===== config.mk =====
export PLATFORM = sky130hd
export DESIGN_NAME = sktur_ctrl
export DESIGN_NICKNAME = d
export VERILOG_FILES = /design/src/rtl/sktur_pkg.sv /design/src/rtl/sktur_ctrl.sv
export VERILOG_INCLUDE_DIRS = /design/src /design/src/rtl
export SDC_FILE = /design/constraint.sdc
export NUM_CORES = 1
export LEC_CHECK = 0
export BUFFER_PORTS_ARGS = -buffer_cell sky130_fd_sc_hd__buf_4
export CAP_MARGIN = 20
export CORE_MARGIN = 1.5
export CORE_UTILIZATION = 40
export CTS_BUF_LIST = sky130_fd_sc_hd__clkbuf_16
export CTS_CLUSTER_SIZE = 40
export DETAILED_ROUTE_END_ITERATION = 8
export PLACE_DENSITY_LB_ADDON = 0.05
export REMOVE_ABC_BUFFERS = 1
export SYNTH_ARGS = -nofsm -noshare
export SYNTH_HDL_FRONTEND = slang
export SYNTH_SLANG_ARGS = --single-unit

===== constraint.sdc =====
create_clock -name clk -period 1.4 [get_ports clk]
set_input_delay 0.07 -clock clk [delete_from_list [all_inputs] [get_ports clk]]
set_output_delay 0.07 -clock clk [all_outputs]
set_load 0.03 [all_outputs]

===== src/rtl/sorted_keyed_table_upsert_remove_unit_assert.svh =====
// ----------------------------------------------------------------------------
// assertion macros for the sorted keyed table
// ----------------------------------------------------------------------------
`ifndef SORTED_KEYED_TABLE_UPSERT_REMOVE_UNIT_ASSERT_SVH
`define SORTED_KEYED_TABLE_UPSERT_REMOVE_UNIT_ASSERT_SVH

// same-cycle implication, clocked on clk, off during reset
`define SKTUR_ASSERT_NOW(lbl, ante, cons, msg) \
  lbl: assert property (@(posedge clk) disable iff (!rst_n) (ante) |-> (cons)) \
    else $error(msg);

// next-cycle implication, clocked on clk, off during reset
`define SKTUR_ASSERT_NEXT(lbl, ante, cons, msg) \
  lbl: assert property (@(posedge clk) disable iff (!rst_n) (ante) |=> (cons)) \
    else $error(msg);

`endif


===== src/rtl/sktur_pkg.sv =====
// ----------------------------------------------------------------------------
// sktur_pkg
// codes, entry layout and controller/datapath bundles of the sorted table
// ----------------------------------------------------------------------------
`default_nettype none

package sktur_pkg;

  localparam logic [1:0] CMD_UPSERT = 2'd0;
  localparam logic [1:0] CMD_REMOVE = 2'd1;
  localparam logic [1:0] CMD_READ   = 2'd2;

  localparam logic [2:0] ST_INSERTED = 3'd0;
  localparam logic [2:0] ST_REPLACED = 3'd1;
  localparam logic [2:0] ST_REMOVED  = 3'd2;
  localparam logic [2:0] ST_NOTFOUND = 3'd3;
  localparam logic [2:0] ST_FULL     = 3'd4;
  localparam logic [2:0] ST_READ     = 3'd5;

  localparam logic [1:0] RD_IDX    = 2'd0;
  localparam logic [1:0] RD_MV_DN  = 2'd1;
  localparam logic [1:0] RD_MV_UP  = 2'd2;
  localparam logic [1:0] RD_POS    = 2'd3;

  localparam logic WR_NEW  = 1'b0;
  localparam logic WR_MOVE = 1'b1;

  localparam logic [1:0] SLOT_IDX  = 2'd0;
  localparam logic [1:0] SLOT_POS  = 2'd1;
  localparam logic [1:0] SLOT_ZERO = 2'd2;

  typedef struct packed {
    logic [15:0] block_index;
    logic [15:0] region;
    logic [31:0] paint_id;
    logic [31:0] color_a;
    logic [31:0] color_b;
  } entry_t;

  typedef struct packed {
    logic       load;
    logic       idx_inc;
    logic       mv_load_cnt;
    logic       mv_load_idx;
    logic       mv_inc;
    logic       mv_dec;
    logic       rd_en;
    logic [1:0] rd_sel;
    logic       wr_en;
    logic       wr_sel;
    logic       cnt_inc;
    logic       cnt_dec;
    logic       res_set;
    logic [2:0] res_status;
    logic [1:0] res_slot_sel;
    logic       res_data;
    logic       out_load;
  } ctrl_cmd_t;

  typedef struct packed {
    logic [1:0] cmd;
    logic       idx_at_end;
    logic       full;
    logic       key_lt;
    logic       key_eq;
    logic       pos_valid;
    logic       mv_at_idx;
    logic       mv_at_last;
  } dp_stat_t;

endpackage

`default_nettype wire


===== src/rtl/sktur_ctrl.sv =====
// ----------------------------------------------------------------------------
// sktur_ctrl
// command sequencer: key scan, shift up, shift down, read and result handoff
// ----------------------------------------------------------------------------
`default_nettype none

`include "sorted_keyed_table_upsert_remove_unit_assert.svh"

module sktur_ctrl (
  input  wire logic                clk,
  input  wire logic                rst_n,
  input  wire logic                in_valid,
  output logic                     in_ready,
  output logic                     out_valid,
  input  wire logic                out_ready,
  input  wire sktur_pkg::dp_stat_t stat_i,
  output sktur_pkg::ctrl_cmd_t     cmd_o
);

  localparam logic [3:0] S_IDLE   = 4'd0;
  localparam logic [3:0] S_DISP   = 4'd1;
  localparam logic [3:0] S_SCAN   = 4'd2;
  localparam logic [3:0] S_CMP    = 4'd3;
  localparam logic [3:0] S_INS    = 4'd4;
  localparam logic [3:0] S_INS_WR = 4'd5;
  localparam logic [3:0] S_RM     = 4'd6;
  localparam logic [3:0] S_RM_WR  = 4'd7;
  localparam logic [3:0] S_RDW    = 4'd8;
  localparam logic [3:0] S_DONE   = 4'd9;

  logic [3:0] state_r;
  logic [3:0] state_nxt;
  logic       out_valid_r;
  logic       out_valid_nxt;
  logic       is_upsert;

  assign is_upsert = (stat_i.cmd == sktur_pkg::CMD_UPSERT);
  assign in_ready  = (state_r == S_IDLE);
  assign out_valid = out_valid_r;

  always_comb begin
    cmd_o         = '0;
    state_nxt     = state_r;
    out_valid_nxt = out_valid_r && !out_ready;
    unique case (state_r)
      S_IDLE: begin
        if (in_valid) begin
          cmd_o.load = 1'b1;
          state_nxt  = S_DISP;
        end
      end
      S_DISP: begin
        unique case (stat_i.cmd) inside
          sktur_pkg::CMD_UPSERT, sktur_pkg::CMD_REMOVE: begin
            state_nxt = S_SCAN;
          end
          sktur_pkg::CMD_READ: begin
            if (stat_i.pos_valid) begin
              cmd_o.rd_en  = 1'b1;
              cmd_o.rd_sel = sktur_pkg::RD_POS;
              state_nxt    = S_RDW;
            end else begin
              cmd_o.res_set      = 1'b1;
              cmd_o.res_status   = sktur_pkg::ST_NOTFOUND;
              cmd_o.res_slot_sel = sktur_pkg::SLOT_POS;
              state_nxt          = S_DONE;
            end
          end
          default: begin
            cmd_o.res_set      = 1'b1;
            cmd_o.res_status   = sktur_pkg::ST_NOTFOUND;
            cmd_o.res_slot_sel = sktur_pkg::SLOT_ZERO;
            state_nxt          = S_DONE;
          end
        endcase
      end
      S_SCAN: begin
        if (stat_i.idx_at_end) begin
          if (is_upsert && !stat_i.full) begin
            cmd_o.mv_load_cnt = 1'b1;
            state_nxt         = S_INS;
          end else begin
            cmd_o.res_set      = 1'b1;
            cmd_o.res_status   = is_upsert ? sktur_pkg::ST_FULL : sktur_pkg::ST_NOTFOUND;
            cmd_o.res_slot_sel = sktur_pkg::SLOT_IDX;
            state_nxt          = S_DONE;
          end
        end else begin
          cmd_o.rd_en  = 1'b1;
          cmd_o.rd_sel = sktur_pkg::RD_IDX;
          state_nxt    = S_CMP;
        end
      end
      S_CMP: begin
        if (stat_i.key_lt) begin
          cmd_o.idx_inc = 1'b1;
          state_nxt     = S_SCAN;
        end else if (stat_i.key_eq) begin
          if (is_upsert) begin
            cmd_o.wr_en        = 1'b1;
            cmd_o.wr_sel       = sktur_pkg::WR_NEW;
            cmd_o.res_set      = 1'b1;
            cmd_o.res_status   = sktur_pkg::ST_REPLACED;
            cmd_o.res_slot_sel = sktur_pkg::SLOT_IDX;
            state_nxt          = S_DONE;
          end else begin
            cmd_o.mv_load_idx = 1'b1;
            state_nxt         = S_RM;
          end
        end else if (is_upsert && !stat_i.full) begin
          cmd_o.mv_load_cnt = 1'b1;
          state_nxt         = S_INS;
        end else begin
          cmd_o.res_set      = 1'b1;
          cmd_o.res_status   = is_upsert ? sktur_pkg::ST_FULL : sktur_pkg::ST_NOTFOUND;
          cmd_o.res_slot_sel = sktur_pkg::SLOT_IDX;
          state_nxt          = S_DONE;
        end
      end
      S_INS: begin
        if (stat_i.mv_at_idx) begin
          cmd_o.wr_en        = 1'b1;
          cmd_o.wr_sel       = sktur_pkg::WR_NEW;
          cmd_o.cnt_inc      = 1'b1;
          cmd_o.res_set      = 1'b1;
          cmd_o.res_status   = sktur_pkg::ST_INSERTED;
          cmd_o.res_slot_sel = sktur_pkg::SLOT_IDX;
          state_nxt          = S_DONE;
        end else begin
          cmd_o.rd_en  = 1'b1;
          cmd_o.rd_sel = sktur_pkg::RD_MV_DN;
          state_nxt    = S_INS_WR;
        end
      end
      S_INS_WR: begin
        cmd_o.wr_en  = 1'b1;
        cmd_o.wr_sel = sktur_pkg::WR_MOVE;
        cmd_o.mv_dec = 1'b1;
        state_nxt    = S_INS;
      end
      S_RM: begin
        if (stat_i.mv_at_last) begin
          cmd_o.cnt_dec      = 1'b1;
          cmd_o.res_set      = 1'b1;
          cmd_o.res_status   = sktur_pkg::ST_REMOVED;
          cmd_o.res_slot_sel = sktur_pkg::SLOT_IDX;
          state_nxt          = S_DONE;
        end else begin
          cmd_o.rd_en  = 1'b1;
          cmd_o.rd_sel = sktur_pkg::RD_MV_UP;
          state_nxt    = S_RM_WR;
        end
      end
      S_RM_WR: begin
        cmd_o.wr_en  = 1'b1;
        cmd_o.wr_sel = sktur_pkg::WR_MOVE;
        cmd_o.mv_inc = 1'b1;
        state_nxt    = S_RM;
      end
      S_RDW: begin
        cmd_o.res_set      = 1'b1;
        cmd_o.res_status   = sktur_pkg::ST_READ;
        cmd_o.res_slot_sel = sktur_pkg::SLOT_POS;
        cmd_o.res_data     = 1'b1;
        state_nxt          = S_DONE;
      end
      S_DONE: begin
        if (!out_valid_r || out_ready) begin
          cmd_o.out_load = 1'b1;
          out_valid_nxt  = 1'b1;
          state_nxt      = S_IDLE;
        end
      end
      default: begin
        state_nxt = S_IDLE;
      end
    endcase
  end

  always_ff @(posedge clk) begin
    if (!rst_n) begin
      state_r     <= S_IDLE;
      out_valid_r <= 1'b0;
    end else begin
      state_r     <= state_nxt;
      out_valid_r <= out_valid_nxt;
    end
  end

  `SKTUR_ASSERT_NEXT(a_accept_disp, in_valid && in_ready, state_r == S_DISP, "accept did not dispatch")
  `SKTUR_ASSERT_NOW(a_load_free, cmd_o.out_load, !out_valid_r || out_ready, "result overwritten")
  `SKTUR_ASSERT_NEXT(a_load_shown, cmd_o.out_load, out_valid_r && (state_r == S_IDLE), "result not shown")

endmodule

`default_nettype wire


==> results of run 1 <==
## cells in the mapped netlist, types with 2 or more instances
cell / n
inv_1: 6
nand3b_1: 2
and2_1: 3
buf_6: 3
nor2_1: 12
nand3_1: 4
buf_4: 2
nor3b_1: 3
a41oi_2: 2
nor2b_1: 2
a21oi_1: 3
nand4_1: 2
dfxtp_1: 5
nand2_1: 11
o21ai_0: 6
nand2b_1: 2
## stage by stage
stage               area [µm²]  cells
CTS                       1470    191
detailed placement        1160    177
global placement          1160    177
floorplan                  681     92
## repair_timing
item	4_1_cts
gates resized for setup	41
buffers inserted	13
pin swaps	13
setup endpoints to repair	22
## cells by family after synthesis
kind of cell,Yosys count
buffers and inverters,11
flip-flops,5
AO/OA/AOI/OAI,20
multiplexers,2
AND/OR/NAND/NOR,59
==> impl_metrics.toml, run 1 <==
[synth]
synth-main-ff-cell = "dfxtp_1"
synth-seq-area-share_pct = 13.7
ys_top_cells_by_area = "dfxtp_1, nor2_1, nand2_1, buf_6, a41oi_2"
synth_xor_area_share_pct = 0
synth_top_cell_area_share_pct = 13.7
synth_compound_area_share_pct = 21.1
synth-adder-area-share_pct = 0
synth-async-reset-ratio_pct = 0
ys_warn_count = 0
netlist_area_um2 = 729
synth_top_family_by_area = "simple AND/OR/NAND/NOR gates"
synth_largest_area_cell = "dfxtp_1"
ys_ff_latch = 5
synth_mux_area_share_pct = 2.92
synthCells = 97
synth_cell_types = 45
synth_edf_count = 0
syn_avg_cell_area_um2 = 7.52
yosys.area_share.simple_pct = 52.5

[die]
num_rows = 15
boundaryPins = 36
fp.dieH_um = 45.7
start_util_pct = 42.2
die_w_um = 45.7

[run_status]
status = "aborted with a tool error"
stop_error = "[ERROR DPL-0038] Utilization greater than 100%, impossible to legalize"
failed_stage = "global routing"

[clock_tree]
cts.sinks = 5
cts_made_buffers = 3
clockRootBuffer = "clkbuf_16"
hold_buffers = 0
htreeDepth = 1
clock_path_buffers = 2

[placement]
pre_cts_ws_ps = -120
place.gp.congestion = 0.812
portBuffers = 35
dp.final_hpwl_mm = 1.83

[timing]
worstEndpointType = "top-level output"
crit_endpoint = "cmd_o[14]"

[global_route]
grt_max_degree = 8
==> run 2: changes to the inputs <==
--- a/config.mk
+++ b/config.mk
@@ -8,12 +8,10 @@
 export LEC_CHECK = 0
 export BUFFER_PORTS_ARGS = -buffer_cell sky130_fd_sc_hd__buf_4
 export CAP_MARGIN = 20
-export CORE_MARGIN = 1.5
-export CORE_UTILIZATION = 40
-export CTS_BUF_LIST = sky130_fd_sc_hd__clkbuf_16
-export CTS_CLUSTER_SIZE = 40
+export CORE_AREA = 2 2 63 65
 export DETAILED_ROUTE_END_ITERATION = 8
-export PLACE_DENSITY_LB_ADDON = 0.05
+export DIE_AREA = 0 0 65 67
+export PLACE_DENSITY_LB_ADDON = 0.15
 export REMOVE_ABC_BUFFERS = 1
 export SYNTH_ARGS = -nofsm -noshare
 export SYNTH_HDL_FRONTEND = slang
==> impl_metrics.toml, run 2 <==
[clock_tree]
clock_path_buffers = 2
clk_pin_slew_ps = 40
cts_made_buffers = 3
cts.sinks = 5
cts_tree = "built"
clockRootBuffer = "clkbuf_8"
htreeDepth = 1
hold_buffers = 0
clkLatencyLatePin_ps = 220

[final_layout]
num_antenna_cells = 0
utilization_pct = 44.7
final_common_cell = "buf_4"
largest-register = "state_r"
largest_reg_flops = 4
drive_above_1_share_pct = 70.0
layout_common_cells = "buf_4, buf_6, nor2_1, nand2_1, inv_1"
nets = 184
fin_cells = 218
fillers = 367
area_delta_synth_final_pct = 121
stdcell_area_mm2 = 0.00161

[hold_path]
hp-class = "input pin to flip-flop"

[synth]
netlist_area_um2 = 729
synth_top_cell_area_share_pct = 13.7
synth_largest_area_cell = "dfxtp_1"
syn_avg_cell_area_um2 = 7.52
synth-main-ff-cell = "dfxtp_1"
ys_warn_count = 0
synth-async-reset-ratio_pct = 0
synthCells = 97
synth_cell_types = 45
ys_top_cells_by_area = "dfxtp_1, nor2_1, nand2_1, buf_6, a41oi_2"
synth.most_common_cell = "nor2_1"
ys_top_cells_by_count = "nor2_1, nand2_1, inv_1, o21ai_0, dfxtp_1"
synth-seq-area-share_pct = 13.7
ys_ff_latch = 5
synth_edf_count = 0

[timing]
finalSetupViolCount = 20
hold_viol = 0
period_share_pct = 122
rsz0062_at_grt = "true"
max_freq_ghz = 0.583
worstMarginPinSlew_ps = 387
skew_ps = 1.28
final_max_slew_viol_count = 0
finalCriticalPeriod_ps = 1710
setup_slack_ps = -315
slew-limit-headroom_pct = 73.9

[global_route]
grt_pass1_wl_mm = 4.34
grt_usage_pct = 12.9
grt_pass1_vias = 987
grt_max_degree = 9
antenna_found_initial = 0
overflow = 0

[pwr]
p_leak_uw = 0.000768
switching_share_pct = 39.8
p_per_area_mw_per_mm2 = 941
p_clk_share_pct = 17.7
switchingPower_uw = 603
pwr-share-comb_pct = 68.9
p_seq_share_pct = 13.4
internal_power_uw = 913
ir_drop_mv = 0.296

[route]
drc_errors = 0
vias = 987
drt_iter0_drc = 38
firstDrtPassIters = 4
via_per_inst = 4.53
antenna_left = 0
wire_per_inst_um = 12.4
drt-total-wl_mm = 2.71

[placement]
placedInstanceArea_mm2 = 0.00118
dp.final_hpwl_mm = 2.07
dp_cells = 198
place.gp.congestion = 0.822
portBuffers = 35

[run_status]
status = "finished with violations"
violations = "setup timing"

[critical_path]
path_class = "flip-flop to output pin"
start_kind = "flip-flop"
cp.required_ps = 1330
endpoint_kind = "output pin"
arrival_ps = 1640
cp_max_fo = 5

[die]
boundaryPins = 36
die_area_mm2 = 0.00436
fp.dieH_um = 67
core_mm2 = 0.00361
die_w_um = 65
start_util_pct = 20.2
num_rows = 22

[flow_run]
maxCapViolCount = 0
==> run 2: cell counts after synthesis <==
Identical to the previous run, type by type.
==> run 2: metal layers <==
metal  share of wire, %  global-route usage [%]  vias to the layer above
met5                  0                       0                        -
met4               0.85                    5.59                        0
met3                5.5                    2.53                        4
met2                 50                    21.4                       35
met1                 44                    16.2                      453
li1                   -                       -                      495
==> run 2: power by group through the flow <==
stage | clock (µW) | combinational [µW] | sequential (µW)
floorplan | 0 | 389 | 217
global route | 287 | 1110 | 206
finish | 268 | 1040 | 204
CTS | 277 | 908 | 204
global placement | 0 | 757 | 199
detailed placement | 0 | 751 | 201
==> run 2: timing repair <==
action                                  in CTS  in global routing
gates resized for setup                     38                 29
endpoints found under the setup margin      23                 23
hold endpoints to repair                     0                  0
setup buffers                                9                  7
pin swaps                                    7                 14
==> run 2: kinds of logic after synthesis <==
kind of cell	synth area share, %
simple gates	52.5
mux	2.92
compound gates	21.1
buf+inv	9.78
flops	13.7
==> run 2: layout make-up <==
type	instances	area (µm²)	area share [%]
flip-flops and latches	5	113	6.99
well taps	48	60.1	3.73
repair buffers	74	661	41.0
multi-input cells	81	709	44.1
clock buffers	4	45.0	2.80
inverters	6	22.5	1.40
==> run 2: worst max-delay path, cell delays in order, from the launching register on <==
cell and delay [ps]:
dfxtp_4 350, buf_6 120, nor4b_4 340, nand4_1 200, o21ai_1 150, nand2b_4 150, buf_6 130
==> run 2: worst paths after layout <==
path	startpoint	endpoint	slack [ps]	depth (start not counted)
setup / recovery	state_r[2]$_SDFFE_PN0P_	cmd_o[14]	-310	6
hold / removal	rst_n	state_r[2]$_SDFFE_PN0P_	70	2
setup reg to reg	state_r[1]$_SDFFE_PN0P_	state_r[3]$_SDFFE_PN0P_	-80	6
hold reg to reg	state_r[3]$_SDFFE_PN0P_	state_r[1]$_SDFFE_PN0P_	630	2
==> run 2: per-stage QoR <==
stage                     total power (µW)  worst slack, ps  setup TNS, ps  hold WS [ps]
after floorplan                        607             -682          -5590           198
after global placement                 955             -142           -823           305
after detailed placement               952             -136           -853           300
after CTS                             1390             -303          -2960          68.1
after global routing                  1600             -389          -4190          83.7
final                                 1520             -315          -2940          71.8
(Power assumes the default switching activity.)
==> run 3: changes to the inputs <==
--- a/config.mk
+++ b/config.mk
@@ -13,6 +13,7 @@
 export DIE_AREA = 0 0 65 67
 export PLACE_DENSITY_LB_ADDON = 0.15
 export REMOVE_ABC_BUFFERS = 1
+export SETUP_SLACK_MARGIN = 0.02
 export SYNTH_ARGS = -nofsm -noshare
 export SYNTH_HDL_FRONTEND = slang
 export SYNTH_SLANG_ARGS = --single-unit
==> impl_metrics.toml, run 3 (same netlist as run 2, synthesis figures left out) <==
[critical_path]
cp.required_ps = 1330
worstPathCellList = "buf_6, nor4b_4, nand4_1, o21ai_1, nand2b_4, buf_6"
arrival_ps = 1640
path_class = "flip-flop to output pin"
slowest_stage = "dfxtp_4"
crit_path_frequent_cell = "buf_6"
cp_slowest_stage_delay_ps = 350
endpoint_kind = "output pin"
cp_max_fo = 5
start_kind = "flip-flop"

[clock_tree]
cts_made_buffers = 3
hold_buffers = 0
htreeDepth = 1
clkLatencyLatePin_ps = 220
cts.sinks = 5
cts_tree = "built"
clk_pin_slew_ps = 40
clockRootBuffer = "clkbuf_8"
clock_path_buffers = 2

[placement]
pre_cts_ws_ps = -136
dp.final_hpwl_mm = 2.07
portBuffers = 35
place.gp.congestion = 0.822

[global_route]
grt_usage_pct = 13.0
grt_pass1_wl_mm = 4.35
antenna_found_initial = 0
overflow = 0
grt_pass1_vias = 993
grt_max_degree = 9

[pwr]
ir_drop_mv = 0.296
pwr-share-comb_pct = 68.9
switchingPower_uw = 603
p_leak_uw = 0.000767
total_power_uw = 1520
p_per_area_mw_per_mm2 = 939
switching_share_pct = 39.8
p_seq_share_pct = 13.4
p_clk_share_pct = 17.7
internal_power_uw = 913

[timing]
worstMarginPinSlew_ps = 387
period_share_pct = 122
finalCriticalPeriod_ps = 1710
skew_ps = 1.28
slew-limit-headroom_pct = 73.9
max_freq_ghz = 0.583
final_max_slew_viol_count = 0
finalSetupViolCount = 20
setup_slack_ps = -315
hold_viol = 0
rsz0062_at_grt = "true"

[run_status]
status = "finished with violations"
violations = "setup timing"

[die]
core_mm2 = 0.00361
die_w_um = 65
boundaryPins = 36
start_util_pct = 20.2
num_rows = 22
die_area_mm2 = 0.00436
fp.dieH_um = 67

[final_layout]
utilization_pct = 44.8
area_delta_synth_final_pct = 121
fillers = 367
drive_above_1_share_pct = 70.6
largest_reg_flops = 4
largest-register = "state_r"
nets = 184
multiInputGateArea_um2 = 709
layout_common_cells = "buf_4, buf_6, nor2_1, nand2_1"
final_common_cell = "buf_4"
regArea_um2 = 113
num_antenna_cells = 0

[route]
drt_iter0_drc = 35
vias = 987
firstDrtPassIters = 4
antenna_left = 0
drc_errors = 0
via_per_inst = 4.53
wire_per_inst_um = 12.4
drt-total-wl_mm = 2.71

[hold_path]
hp-class = "input pin to flip-flop"

[flow_run]
maxCapViolCount = 0
run 3: cell count changes in the layout (fill, tap and decap cells not counted):
cell   delta
inv_1     -1
buf_4     -1
inv_2     +1
buf_6     +1
run 3: timing repair:
item                       4_1_cts  5_1_grt
gates resized for setup         40       29
gates cloned                     0        0
pin swaps                        7       14
setup endpoints to repair       24       24
setup buffers                    9        7
run 3: critical path, delay by kind of cell (launching register included):
family,cells,cell delay (ps)
buffers and inverters,2,250
and+or+nand+nor,3,690
DFF,1,350
AOI/OAI and AO/OA,1,150
run 3: path summary, 6_finish.rpt:
path | startpoint | to | slack, ps | cells past startpoint
max | state_r[2]$_SDFFE_PN0P_ | cmd_o[14] | -310 | 6
min | rst_n | state_r[2]$_SDFFE_PN0P_ | 70 | 2
max reg2reg | state_r[1]$_SDFFE_PN0P_ | state_r[3]$_SDFFE_PN0P_ | -80 | 6
min reg2reg | state_r[3]$_SDFFE_PN0P_ | state_r[1]$_SDFFE_PN0P_ | 630 | 2
run 3: metrics by stage:
| step | TNS, ps | instances | hold WS [ps] | area, µm² |
|---|---|---|---|---|
| CTS | -2960 | 211 | 68.1 | 1440 |
| floorplan | -5590 | 92 | 198 | 681 |
| global placement | -823 | 198 | 305 | 1180 |
| finish | -2930 | 218 | 71.8 | 1610 |
| detailed placement | -853 | 198 | 300 | 1180 |
| global route | -4190 | 218 | 83.7 | 1610 |
run 3: power by group through the flow:
stage / combinational [µW] / sequential (µW) / clock, µW
2_1_floorplan: 389 / 217 / 0
3_3_place_gp: 757 / 199 / 0
3_5_place_dp: 751 / 201 / 0
4_1_cts: 908 / 204 / 277
5_1_grt: 1110 / 206 / 287
6_report: 1040 / 204 / 268
run 3: layout make-up:
class,count,area share (%)
timing repair buffer,74,41.2
inverter,6,1.40
clock buffer,4,2.79
sequential,5,6.98
tap,48,3.72
multi-input combinational,81,44.0
run 3: layer usage:
metal | wire length [µm] | global-route usage, % | vias to the layer above
met1 | 1190 | 16.3 | 453
met2 | 1350 | 21.4 | 35
met3 | 146 | 2.53 | 4
met4 | 23 | 5.59 | 0
met5 | 0 | 0 | -
li1 | - | - | 495
==> run 4: changes to the inputs <==
--- a/config.mk
+++ b/config.mk
@@ -8,9 +8,9 @@
 export LEC_CHECK = 0
 export BUFFER_PORTS_ARGS = -buffer_cell sky130_fd_sc_hd__buf_4
 export CAP_MARGIN = 20
-export CORE_AREA = 2 2 63 65
+export CORE_AREA = 8 8 69 71
 export DETAILED_ROUTE_END_ITERATION = 8
-export DIE_AREA = 0 0 65 67
+export DIE_AREA = 0 0 77 79
 export PLACE_DENSITY_LB_ADDON = 0.15
 export REMOVE_ABC_BUFFERS = 1
 export SETUP_SLACK_MARGIN = 0.02
==> impl_metrics.toml, run 4 (same netlist as run 2, synthesis figures left out) <==
[critical_path]
arrival_ps = 1560
timing.rr.end = "state_r[3]$_SDFFE_PN0P_"
cp_max_fo = 6
worstPathCellList = "buf_4, and2b_4, and3_4, a2111o_1, buf_6"
rr_startpoint = "state_r[3]$_SDFFE_PN0P_"
cp.required_ps = 1330
path_class = "flip-flop to output pin"
rr_worst_depth = 8
crit_start = "state_r[2]$_SDFFE_PN0P_"
slowest_stage = "dfxtp_4"
cp_slowest_stage_delay_ps = 350
endpoint_kind = "output pin"
start_kind = "flip-flop"
path_buf_inv = 2
r2r_setup_slack_ps = -180
crit_family = "flip-flops"

[final_layout]
drive_above_1_share_pct = 66.7
fillers = 409
multiInputGateArea_um2 = 674
regArea_um2 = 115
final_common_cell = "buf_4"
layout_common_cells = "buf_4, buf_6, nor2_1, nand2_1, inv_1"
largest_reg_flops = 4
largest-register = "state_r"
num_antenna_cells = 0
utilization_pct = 41.3
nets = 185
area_delta_synth_final_pct = 115

[timing]
max_freq_ghz = 0.613
setup_tns_ps = -2680
setup_slack_ps = -232
finalCriticalPeriod_ps = 1630
final_max_slew_viol_count = 0
skew_ps = 0.958
rsz0062_at_grt = "true"
finalSetupViolCount = 19
worstMarginPinSlew_ps = 289
slew-limit-headroom_pct = 80.6
period_share_pct = 117
hold_viol = 0

[placement]
place.gp.congestion = 0.737
dp.final_hpwl_mm = 2.33
portBuffers = 35

[global_route]
antenna_found_initial = 0
grt_max_degree = 10
grt_usage_pct = 9.08
grt_pass1_wl_mm = 4.65
overflow = 0
grt_pass1_vias = 1006

[hold_path]
hp-class = "input pin to flip-flop"
min_from = "rst_n"
min_to = "state_r[2]$_SDFFE_PN0P_"
hold-path-cell-count = 2

[pwr]
ir_drop_mv = 0.288
pwr-share-comb_pct = 68.8
p_per_area_mw_per_mm2 = 966
switchingPower_uw = 590
p_seq_share_pct = 14.1
internal_power_uw = 926
switching_share_pct = 38.9
p_clk_share_pct = 17.2
p_leak_uw = 0.000753

[route]
wire_per_inst_um = 13.0
drt_iter0_drc = 24
drc_errors = 0
via_per_inst = 4.48
firstDrtPassIters = 4
drt-total-wl_mm = 2.86
antenna_left = 0
vias = 989

[clock_tree]
clock_path_buffers = 2
cts_tree = "built"
htreeDepth = 1
cts_made_buffers = 3
cts.sinks = 5
clk_pin_slew_ps = 30
clkLatencyLatePin_ps = 220
hold_buffers = 0
clockRootBuffer = "clkbuf_8"

[die]
die_w_um = 77
start_util_pct = 19.2
num_rows = 23
boundaryPins = 36
die_area_mm2 = 0.00608
fp.dieH_um = 79
core_mm2 = 0.00380

[run_status]
violations = "setup timing"
status = "finished with violations"

[flow_run]
maxCapViolCount = 0
## run 4: cell types whose count changed in the layout (fill, tap and decap cells not counted), moves of 2 or more
cell / previous run / this run
buf_6: 29 / 21
nand3_2: 4 / 1
nor2_1: 9 / 11
nand3_1: 0 / 2
nor2_4: 3 / 1
buf_4: 45 / 53
## run 4: what timing repair did
item	in CTS	in global routing
gates resized for setup	42	14
setup buffers	5	7
endpoints found under the setup margin	24	23
pin swaps	9	10
## run 4: layout make-up
cell class                      count  share of cell area, %
Clock buffer                        4                   2.87
Inverter                            6                   1.44
Multi-Input combinational cell     81                   43.0
Sequential cell                     5                   7.34
Tap cell                           50                   3.99
Timing Repair Buffer               75                   41.4
## run 4: how the worst max path moves through the flow
stage,cells after the start,slack [ps],endpoint
2_1_floorplan,2,-680,cmd_o[20]
3_3_place_gp,6,-210,cmd_o[4]
3_5_place_dp,6,-170,cmd_o[4]
4_1_cts,5,-240,cmd_o[5]
5_1_grt,6,-350,cmd_o[5]
6_report,5,-230,cmd_o[5]
## run 4: per-stage QoR
step / hold slack [ps] / power (µW) / worst slack, ps / area [µm²] / std cells
floorplan: 198 / 607 / -682 / 681 / 92
global placement: 304 / 983 / -213 / 1220 / 206
detailed placement: 316 / 982 / -171 / 1220 / 206
CTS: 89.6 / 1400 / -242 / 1460 / 215
global route: 84.9 / 1610 / -351 / 1570 / 221
finish: 88.2 / 1520 / -232 / 1570 / 221
## run 4: power groups by stage
| stage | sequential [µW] | combinational (µW) | clock (µW) |
|---|---|---|---|
| final | 213 | 1040 | 260 |
| after floorplan | 217 | 389 | 0 |
| after global routing | 218 | 1110 | 284 |
| after CTS | 209 | 920 | 270 |
| after detailed placement | 202 | 779 | 0 |
| after global placement | 206 | 777 | 0 |
## run 4: per-layer routing
| metal | routed length (µm) | track usage [%] | up-vias |
|---|---|---|---|
| li1 | - | - | 496 |
| met1 | 1310 | 11.3 | 465 |
| met2 | 1390 | 15.2 | 26 |
| met3 | 149 | 2.82 | 2 |
| met4 | 16 | 1.70 | 0 |
| met5 | 0 | 0 | - |
